[config.mk]
export PLATFORM = sky130hd
export DESIGN_NAME = polygon_point_inclusion_test_unit
export DESIGN_NICKNAME = d
export VERILOG_FILES = /design/src/rtl/pipt_pkg.sv /design/src/rtl/pipt_front.sv /design/src/rtl/pipt_fifo.sv /design/src/rtl/pipt_back.sv /design/src/rtl/polygon_point_inclusion_test_unit.sv
export SDC_FILE = /design/constraint.sdc
export NUM_CORES = 2
export LEC_CHECK = 0
export BUFFER_PORTS_ARGS = -buffer_cell sky130_fd_sc_hd__clkbuf_2
export CORE_ASPECT_RATIO = 0.75
export CORE_MARGIN = 2
export CORE_UTILIZATION = 35
export CTS_BUF_LIST = sky130_fd_sc_hd__clkbuf_2 sky130_fd_sc_hd__clkbuf_4 sky130_fd_sc_hd__clkbuf_8
export DETAILED_ROUTE_END_ITERATION = 6
export PLACE_DENSITY_LB_ADDON = 0.05
export SYNTH_ARGS = -nofsm -noshare
export SYNTH_HDL_FRONTEND = slang
export SYNTH_SLANG_ARGS = --single-unit
[constraint.sdc]
create_clock -name i_clk -period 7.22 [get_ports i_clk]
set_input_delay 0 -clock i_clk [delete_from_list [all_inputs] [get_ports i_clk]]
set_output_delay 0 -clock i_clk [all_outputs]
set_load 0.005 [all_outputs]
[src/rtl/pipt_pkg.sv]
`timescale 1ns / 1ps

package pipt_pkg;

    localparam int COORD_BITS    = 16;
    localparam int DIFF_W        = COORD_BITS + 1;
    localparam int PROD_W        = 2 * DIFF_W;
    localparam int COUNT_OUT_W   = 9;
    localparam int MAX_EDGES_DEF = 256;
    localparam int QUEUE_DEPTH   = 4;

    typedef logic signed [COORD_BITS-1:0] t_coord;
    typedef logic signed [DIFF_W-1:0]     t_diff;
    typedef logic signed [PROD_W-1:0]     t_prod;

    typedef struct packed {
        t_coord point_x;
        t_coord point_y;
        t_coord edge_start_x;
        t_coord edge_start_y;
        t_coord edge_end_x;
        t_coord edge_end_y;
        logic   last_edge;
    } t_in_word;

    typedef struct packed {
        logic                   inside_res;
        logic [COUNT_OUT_W-1:0] crossing_count;
    } t_out_word;

    typedef struct packed {
        t_diff d_px;
        t_diff d_dy;
        t_diff d_qy;
        t_diff d_ex;
        logic  in_span;
        logic  dy_pos;
        logic  last_edge;
    } t_cls;

    localparam int CLS_W = $bits(t_cls);

endpackage

[src/rtl/pipt_front.sv]
`timescale 1ns / 1ps

module pipt_front (
    input  pipt_pkg::t_in_word i_word,
    input  logic               i_valid,
    input  logic               i_full,
    output logic               o_stall,
    output logic               o_push,
    output pipt_pkg::t_cls     o_rec
);
    import pipt_pkg::*;

    t_diff w_px;
    t_diff w_py;
    t_diff w_ax;
    t_diff w_ay;
    t_diff w_bx;
    t_diff w_by;
    logic  w_up_span;
    logic  w_dn_span;

    always_comb begin
        w_px = DIFF_W'(i_word.point_x);
        w_py = DIFF_W'(i_word.point_y);
        w_ax = DIFF_W'(i_word.edge_start_x);
        w_ay = DIFF_W'(i_word.edge_start_y);
        w_bx = DIFF_W'(i_word.edge_end_x);
        w_by = DIFF_W'(i_word.edge_end_y);

        w_up_span = (w_py >= w_ay) && (w_py <= w_by);
        w_dn_span = (w_py >= w_by) && (w_py <= w_ay);

        o_rec.d_px      = w_px - w_ax;
        o_rec.d_dy      = w_by - w_ay;
        o_rec.d_qy      = w_py - w_ay;
        o_rec.d_ex      = w_bx - w_ax;
        o_rec.in_span   = (w_ay != w_by) && (w_up_span || w_dn_span);
        o_rec.dy_pos    = w_by > w_ay;
        o_rec.last_edge = i_word.last_edge;
    end

    assign o_stall = i_full;
    assign o_push  = i_valid && !i_full;

endmodule

[src/rtl/pipt_fifo.sv]
`timescale 1ns / 1ps

module pipt_fifo #(
    parameter int Width = 8,
    parameter int Depth = 4
) (
    input  logic             i_clk,
    input  logic             i_rst_n,
    input  logic             i_push,
    input  logic [Width-1:0] i_data,
    input  logic             i_pop,
    output logic [Width-1:0] o_data,
    output logic             o_full,
    output logic             o_empty
);
    localparam int PtrW = (Depth > 1) ? $clog2(Depth) : 1;
    localparam int CntW = $clog2(Depth + 1);

    logic [Width-1:0] r_mem [Depth];
    logic [PtrW-1:0]  r_wr_ptr;
    logic [PtrW-1:0]  r_rd_ptr;
    logic [CntW-1:0]  r_count;

    assign o_full  = r_count == CntW'(Depth);
    assign o_empty = r_count == '0;
    assign o_data  = r_mem[r_rd_ptr];

    always_ff @(posedge i_clk) begin
        if (i_push) begin
            r_mem[r_wr_ptr] <= i_data;
        end
    end

    always_ff @(posedge i_clk) begin
        if (!i_rst_n) begin
            r_wr_ptr <= '0;
            r_rd_ptr <= '0;
            r_count  <= '0;
        end else begin
            if (i_push) begin
                r_wr_ptr <= (r_wr_ptr == PtrW'(Depth - 1)) ? '0 : r_wr_ptr + 1'b1;
            end
            if (i_pop) begin
                r_rd_ptr <= (r_rd_ptr == PtrW'(Depth - 1)) ? '0 : r_rd_ptr + 1'b1;
            end
            if (i_push && !i_pop) begin
                r_count <= r_count + 1'b1;
            end else if (!i_push && i_pop) begin
                r_count <= r_count - 1'b1;
            end
        end
    end

endmodule

[src/rtl/pipt_back.sv]
`timescale 1ns / 1ps

module pipt_back #(
    parameter int MaxEdges = 256
) (
    input  logic                i_clk,
    input  logic                i_rst_n,
    input  pipt_pkg::t_cls      i_rec,
    input  logic                i_empty,
    output logic                o_pop,
    output logic                o_valid,
    input  logic                i_stall,
    output pipt_pkg::t_out_word o_word
);
    import pipt_pkg::*;

    localparam int CntW = $clog2(MaxEdges + 1);
    localparam int ExtW = (CntW > COUNT_OUT_W) ? CntW : COUNT_OUT_W;

    logic            w_adv;
    logic            w_hit;
    logic            w_par;
    logic [CntW-1:0] w_cnt;
    logic [ExtW-1:0] w_cnt_ext;

    logic            r_s1_vld;
    t_prod           r_p1;
    t_prod           r_p2;
    logic            r_in_span;
    logic            r_dy_pos;
    logic            r_last;
    logic            r_par;
    logic [CntW-1:0] r_cnt;
    logic            r_out_vld;
    t_out_word       r_out;

    assign w_adv = !(r_out_vld && i_stall);
    assign o_pop = w_adv && !i_empty;

    always_comb begin
        w_hit     = r_in_span && (r_dy_pos ? (r_p1 <= r_p2) : (r_p1 >= r_p2));
        w_par     = r_par ^ w_hit;
        w_cnt     = (w_hit && (r_cnt != CntW'(MaxEdges))) ? r_cnt + 1'b1 : r_cnt;
        w_cnt_ext = ExtW'(w_cnt);
    end

    always_ff @(posedge i_clk) begin
        if (w_adv) begin
            r_p1      <= i_rec.d_px * i_rec.d_dy;
            r_p2      <= i_rec.d_qy * i_rec.d_ex;
            r_in_span <= i_rec.in_span;
            r_dy_pos  <= i_rec.dy_pos;
            r_last    <= i_rec.last_edge;
        end
        if (w_adv && r_s1_vld && r_last) begin
            r_out.inside_res     <= w_par;
            r_out.crossing_count <= w_cnt_ext[COUNT_OUT_W-1:0];
        end
    end

    always_ff @(posedge i_clk) begin
        if (!i_rst_n) begin
            r_s1_vld  <= 1'b0;
            r_par     <= 1'b0;
            r_cnt     <= '0;
            r_out_vld <= 1'b0;
        end else if (w_adv) begin
            r_s1_vld <= !i_empty;
            if (r_s1_vld) begin
                if (r_last) begin
                    r_par     <= 1'b0;
                    r_cnt     <= '0;
                    r_out_vld <= 1'b1;
                end else begin
                    r_par     <= w_par;
                    r_cnt     <= w_cnt;
                    r_out_vld <= 1'b0;
                end
            end else begin
                r_out_vld <= 1'b0;
            end
        end
    end

    assign o_valid = r_out_vld;
    assign o_word  = r_out;

endmodule

[src/rtl/polygon_point_inclusion_test_unit.sv]
`timescale 1ns / 1ps
// channel | valid       | stall       | word
// in      | i_in_valid  | o_in_stall  | i_in_word  (query point, one edge, last flag)
// out     | o_out_valid | i_out_stall | o_out_word (inside parity, crossing count)
// One edge accepted per cycle; the four-entry queue stalls input only when full.
// A result becomes valid once its last edge has passed the queue write, the
// product register and the accumulate/output register, in that order.
// Reset is synchronous, active low; it empties the queue and clears the totals.
// Output stall, while a result is held, halts the multiply and accumulate stages; the queue keeps filling.

module polygon_point_inclusion_test_unit #(
    parameter int MaxEdges = pipt_pkg::MAX_EDGES_DEF
) (
    input  logic                i_clk,
    input  logic                i_rst_n,
    input  logic                i_in_valid,
    output logic                o_in_stall,
    input  pipt_pkg::t_in_word  i_in_word,
    output logic                o_out_valid,
    input  logic                i_out_stall,
    output pipt_pkg::t_out_word o_out_word
);
    import pipt_pkg::*;

    logic             w_push;
    logic             w_pop;
    logic             w_full;
    logic             w_empty;
    t_cls             w_rec_in;
    t_cls             w_rec_out;
    logic [CLS_W-1:0] w_q_out;

    pipt_front u_front (
        .i_word  (i_in_word),
        .i_valid (i_in_valid),
        .i_full  (w_full),
        .o_stall (o_in_stall),
        .o_push  (w_push),
        .o_rec   (w_rec_in)
    );

    pipt_fifo #(
        .Width (CLS_W),
        .Depth (QUEUE_DEPTH)
    ) u_queue (
        .i_clk   (i_clk),
        .i_rst_n (i_rst_n),
        .i_push  (w_push),
        .i_data  (w_rec_in),
        .i_pop   (w_pop),
        .o_data  (w_q_out),
        .o_full  (w_full),
        .o_empty (w_empty)
    );

    assign w_rec_out = t_cls'(w_q_out);

    pipt_back #(
        .MaxEdges (MaxEdges)
    ) u_back (
        .i_clk   (i_clk),
        .i_rst_n (i_rst_n),
        .i_rec   (w_rec_out),
        .i_empty (w_empty),
        .o_pop   (w_pop),
        .o_valid (o_out_valid),
        .i_stall (i_out_stall),
        .o_word  (o_out_word)
    );

endmodule
Yosys cells after proc, flatten, opt, wreduce, memory -nomap -nowiden
Memory sizes are Yosys's and may differ from the RTL's. A register that Yosys moved wholly into a read port is not among the register bits.
Cells that the tools add are included.
{"block": "word_totals", "regBits": 100, "latch_bits": 0, "ramBits": 284, "rom_bits": 0, "input_bits": 101, "word_cells": 75, "n_memories": 1}
{"block": "op_classes", "n_addsub": 9, "n_mul": 2, "div": 0, "order_cmp": 7, "eq_ne": 5, "shift": 0, "muxes": 14, "bitwise_logic": 2, "reduce_logical": 21}
{"memory": "u_queue.r_mem", "words": 4, "word_bits": 71, "read_ports": 1, "rd_ports_with_merged_regs": 1, "write_ports": 1, "line_no": "pipt_fifo.sv:19", "rtl": "logic [Width-1:0] r_mem [Depth];"}
{"cell": "$mul A17 B17 Y34", "count": 2}
{"cell": "$sub A16 B16 Y17", "count": 4}
{"cell": "$ge A34 B34 Y1", "count": 1}
{"cell": "$le A34 B34 Y1", "count": 1}
{"cell": "$ge A16 B16 Y1", "count": 2}
{"cell": "$le A16 B16 Y1", "count": 2}
{"cell": "$mux W9", "count": 2}
{"cell": "$gt A16 B16 Y1", "count": 1}
{"cell": "$ne A16 B16 Y1", "count": 1}
{"cell": "$logic_and A1 B1 Y1", "count": 12}
{"cell": "$add A9 B1 Y9 const B", "count": 1}
{"cell": "$ne A9 B9 Y1 const B", "count": 1}
{"cell": "$mux W2", "count": 4}
{"cell": "$mux W1", "count": 6}
{"cell": "$mux W3", "count": 2}
{"cell": "$logic_not A1 Y1", "count": 5}
{"cell": "$add A2 B1 Y2 const B", "count": 2}
{"cell": "$eq A2 B2 Y1 const B", "count": 2}
{"cell": "$add A3 B1 Y3 const B", "count": 1}
{"cell": "$eq A3 B3 Y1 const B", "count": 1}
{"cell": "$logic_not A3 Y1", "count": 1}
{"cell": "$sub A3 B1 Y3 const B", "count": 1}
{"cell": "$reduce_and A2 Y1", "count": 1}
{"cell": "$reduce_bool A2 Y1", "count": 1}
{"cell": "other kinds (3)", "count": 3}

Logic depth before layout (Yosys ltp)
{"block": "depth", "ltp_word": 7, "depth_mapped": 31}

Modules after synthesis
From an unflattened synthesis, not the netlist that was laid out.
{"block": "unflattened", "hier_cells": 3584, "area_unflattened_um2": 40019.6}
{"module": "pipt_back", "instances": 1, "cells_per_inst": 2674, "area_per_inst_um2": 25730.9, "seq_area_each_um2": 2672.6}
{"module": "pipt_fifo", "instances": 1, "cells_per_inst": 415, "area_per_inst_um2": 10779.1, "seq_area_each_um2": 8708.4}
{"module": "pipt_front", "instances": 1, "cells_per_inst": 495, "area_per_inst_um2": 3509.6, "seq_area_each_um2": 0.0}

Worst setup path before layout
No wires, ideal clock.
{"block": "synth_timing", "path_type": "register to register", "from": "register with a tool-made name", "to": "register u_back.r_p1[33], data pin", "arrival_ns": 7.493, "slack_ns": -0.533, "path_stages_with_launch": 31, "path_buffers": 5, "synth_period_minus_slack_ns": 7.753, "path_cell_list": "dfxtp_1 clkbuf_1 buf_1 buf_2 mux2i_1 nand2_1 o21ai_1 clkbuf_1 nor2_1 fa_1 inv_1 fa_1 fa_1 inv_1 fa_1 fa_1 inv_1 fa_1 inv_1 ha_1 clkbuf_1 nand3_1 a21boi_0 o311a_1 a211oi_2 a21oi_2 a41o_1 or4_4 a31o_1 a21oi_2 xnor2_1"}
{"item": "end signal, assigned", "line_no": "pipt_back.sv:49", "rtl": "r_p1 <= i_rec.d_px * i_rec.d_dy;"}
{"item": "end, declared", "line_no": "pipt_back.sv:27", "rtl": "t_prod r_p1;"}

==> metrics <==
outcome finished, final reports clean; grt met3 use 0.0593; Die Height 296 um; H-tree level count 3; RSZ-0062 raised after global routing true; WL per Instance 20.6 um; TritonRoute pass-1 iters 5; Tcrit/Tclk final 0.993; number of nets in the layout 5,282; most common cell in the synthesized netlist inv_1; CTS buffer count 68; Critical Path Stages 27; Hold WC Path Type in2reg; PortBufs 112; slew margin rel. 0.240; global-route wire length before repair 185,000 um; Slowest-stage cell, CP fa_1; EDFF count, synth 365; # placed instances 5,629; GP Congestion 0.910; TritonCTS clock tree yes; largest family of logic cells by synthesized area adder cells; Syn Inst Count 3,735; final number of setup-violating endpoints 0; fraction of the yosys area taken by sequential cells 0.287; Worst Reg-to-Reg Cells 27; fraction of registers with async set/reset 0; root buffer cell clkbuf_8; Synth Flop Type edfxtp_1; Reg-to-Reg End u_back.r_p1[33]$_DFFE_PN_; Detail Placement HPWL 101,000 um; Seq cells post-synth 386; Worst EP arrival 7.62 ns; worst slew pin tran 1.14 ns; Boundary Pins 113; GR Util met2 0.301; Clock transition at path regs 0.06 ns; most frequent cells after synthesis inv_1, fa_1, nand2_1, edfxtp_1, nor2_1; die width 393 um; Max Fclk 140 MHz; maximum number of pins on one net before global-route repair 74; CP Launch Type register; delay-heaviest family, CP adder cells; Clock Latency Late Sink 0.70 ns; core area 112,000 um2; Worst Setup EP u_back.r_p1[33]$_DFFE_PN_; Non-Filler Instances 5,858; Die Footprint 116,000 um2; busiest layer in global routing met1; Initial Utilization 0.355; Synth Area in XOR/XNOR 0.0280; sum of negative setup slack 0 ns; met1 Use GR 0.336; total grt overflow 0; crit path buf inv count 7; final critical-path required period 7.17 ns; Post-Synth Adder-Cell Area 0.394; top post-synthesis cells by area fa_1, edfxtp_1, ha_1; Critical Path Fanout Max 11; sequential cell area 11,400 um2; CP Class reg2reg; CP endpoint kind register; Multi-input gate area 25,500 um2; Synth area leader fa_1; max cap viols 0; DRT Wirelength 121,000 um; Compound-Gate Fraction of Synth Area 0.0644; Ys Warns 0; clock sink total 386; Iteration-0 DRC Markers 1,735; via/cell ratio 4.69; vias in the first global route 29,100; final hold viol count 0; antenna viol nets, final 0; initial antenna violation count 9; most used cell, CP fa_1; R2R setup slack 0.05 ns; mux cell area share after synthesis 0.0405; fill count 11,000; Post-Synth Simple-Gate Area 0.108; Clock Skew 0.0402 ns; Max Root-Sink Buffers 3; Vias 27,500; syn_nets 4,727; max-slew violations 0; Avg Cell Area, Syn 10.6 um2; Yosys cell types 63; P&R area growth vs syn 20.2%; Worst path max stage delay 0.55 ns; share of layout cells above drive strength 1 0.179; row count 106; CP required 7.67 ns; GRT Overall Usage 0.216; Synth top area share 0.301; Synth Cell Area 39,700 um2; # DRC 0
==> cell usage in the layout, fill, tap and decap left out, drive strengths merged, types with 9 or more instances in the layout <==
cell type / instances
inv: 741
fa: 597
buf: 395
nand2: 368
edfxtp: 365
nor2: 334
ha: 294
clkbuf: 208
o21ai: 110
xnor2: 101
a21oi: 87
dlygate4sd3: 78
and2: 62
o21a: 55
mux2i: 54
mux2: 51
a21o: 47
nor2b: 39
nand2b: 35
nand3: 34
nand4: 27
xor2: 26
nor3: 25
mux4: 22
dfxtp: 21
clkinv: 21
a21boi: 19
o211ai: 12
a211oi: 10
and3: 9
or3: 9
o21bai: 9
==> worst reg2reg max path, delay by kind of cell (launching register included) <==
| kind | cells | cell delay, ns |
|---|---|---|
| and+or+nand+nor | 3 | 0.65 |
| DFF | 1 | 0.41 |
| xor gates and xnor gates | 1 | 0.08 |
| AOI/OAI and AO/OA | 8 | 1.40 |
| adders and majority gates | 7 | 3.24 |
| muxes | 1 | 0.34 |
| buffers and inverters | 7 | 0.83 |
==> stage by stage <==
step | setup WS, ns | area, um2 | hold slack (ns) | util
2_1_floorplan | 0.0125 | 39800 | 0.0989 | -
3_3_place_gp | -0.187 | 45000 | 0.316 | 0.402
3_5_place_dp | -0.210 | 45000 | 0.322 | 0.402
4_1_cts | -0.0187 | 47400 | 0.0000789 | 0.423
5_1_grt | -0.191 | 47800 | 0.0558 | 0.427
6_report | 0.0516 | 47800 | 0.0652 | 0.427
==> layout make-up <==
cell class                      instances  share of cell area
Multi-Input combinational cell       2511               0.534
Sequential cell                       386               0.238
Timing Repair Buffer                  585               0.100
Inverter                              738              0.0581
Tap cell                             1512              0.0396
Clock buffer                           96              0.0243
Clock inverter                         27             0.00516
Antenna cell                            3            0.000157
==> kinds of logic (layout without fill, tap and decap cells) <==
family | count (synthesis) | count (layout)
buffers and inverters | 838 | 1446
multiplexers | 127 | 127
flip-flops | 386 | 386
other | 0 | 3
AO/OA/AOI/OAI | 397 | 397
XOR/XNOR | 127 | 127
adder cells (fa/ha/maj) | 891 | 891
AND/OR/NAND/NOR | 969 | 969
==> how the worst min path moves through the flow <==
stage	slack, ns	startpoint	cells after the start	end
detailed placement	0.32	i_out_stall	3	u_back.r_s1_vld$_SDFFE_PN0N_
finish	0.07	i_in_word[82]	4	u_queue.r_mem[3][55]$_DFFE_PP_
CTS	0.00008	i_in_word[79]	4	u_queue.r_mem[2][35]$_DFFE_PP_
floorplan	0.1	i_in_word[0]	0	u_queue.r_mem[0][0]$_DFFE_PP_
global placement	0.32	i_out_stall	3	u_back.r_s1_vld$_SDFFE_PN0N_
global route	0.06	i_in_word[82]	4	u_queue.r_mem[3][55]$_DFFE_PP_
==> per-layer routing <==
layer | up-vias | share of wire | wire, um
met2 | 616 | 0.39 | 47500
met4 | 10 | 0.011 | 1390
met1 | 13700 | 0.52 | 63000
met3 | 80 | 0.074 | 8940
li1 | 13100 | - | -
met5 | - | 0.00049 | 59
==> sequential cells by signal, summed over array words and instances (netlist names), 2 cells and up, named ones only <==
signal / flops
u_queue.r_wr_ptr: 2
u_back.r_p1: 34
u_queue.r_count: 3
u_back.o_word: 10
u_queue.r_rd_ptr: 2
u_back.r_p2: 34
u_back.r_cnt: 9
u_queue.r_mem: 284
==> repair_timing <==
item	4_1_cts	5_1_grt
hold endpoints to repair	246	0
hold buffers	78	0
setup endpoints to repair	9	19
setup buffers	7	18
resized for setup	26	69
pin swaps	2	17
Power is not shown: default switching activity piles up to over one toggle a cycle in this logic, so the estimate is an artifact.
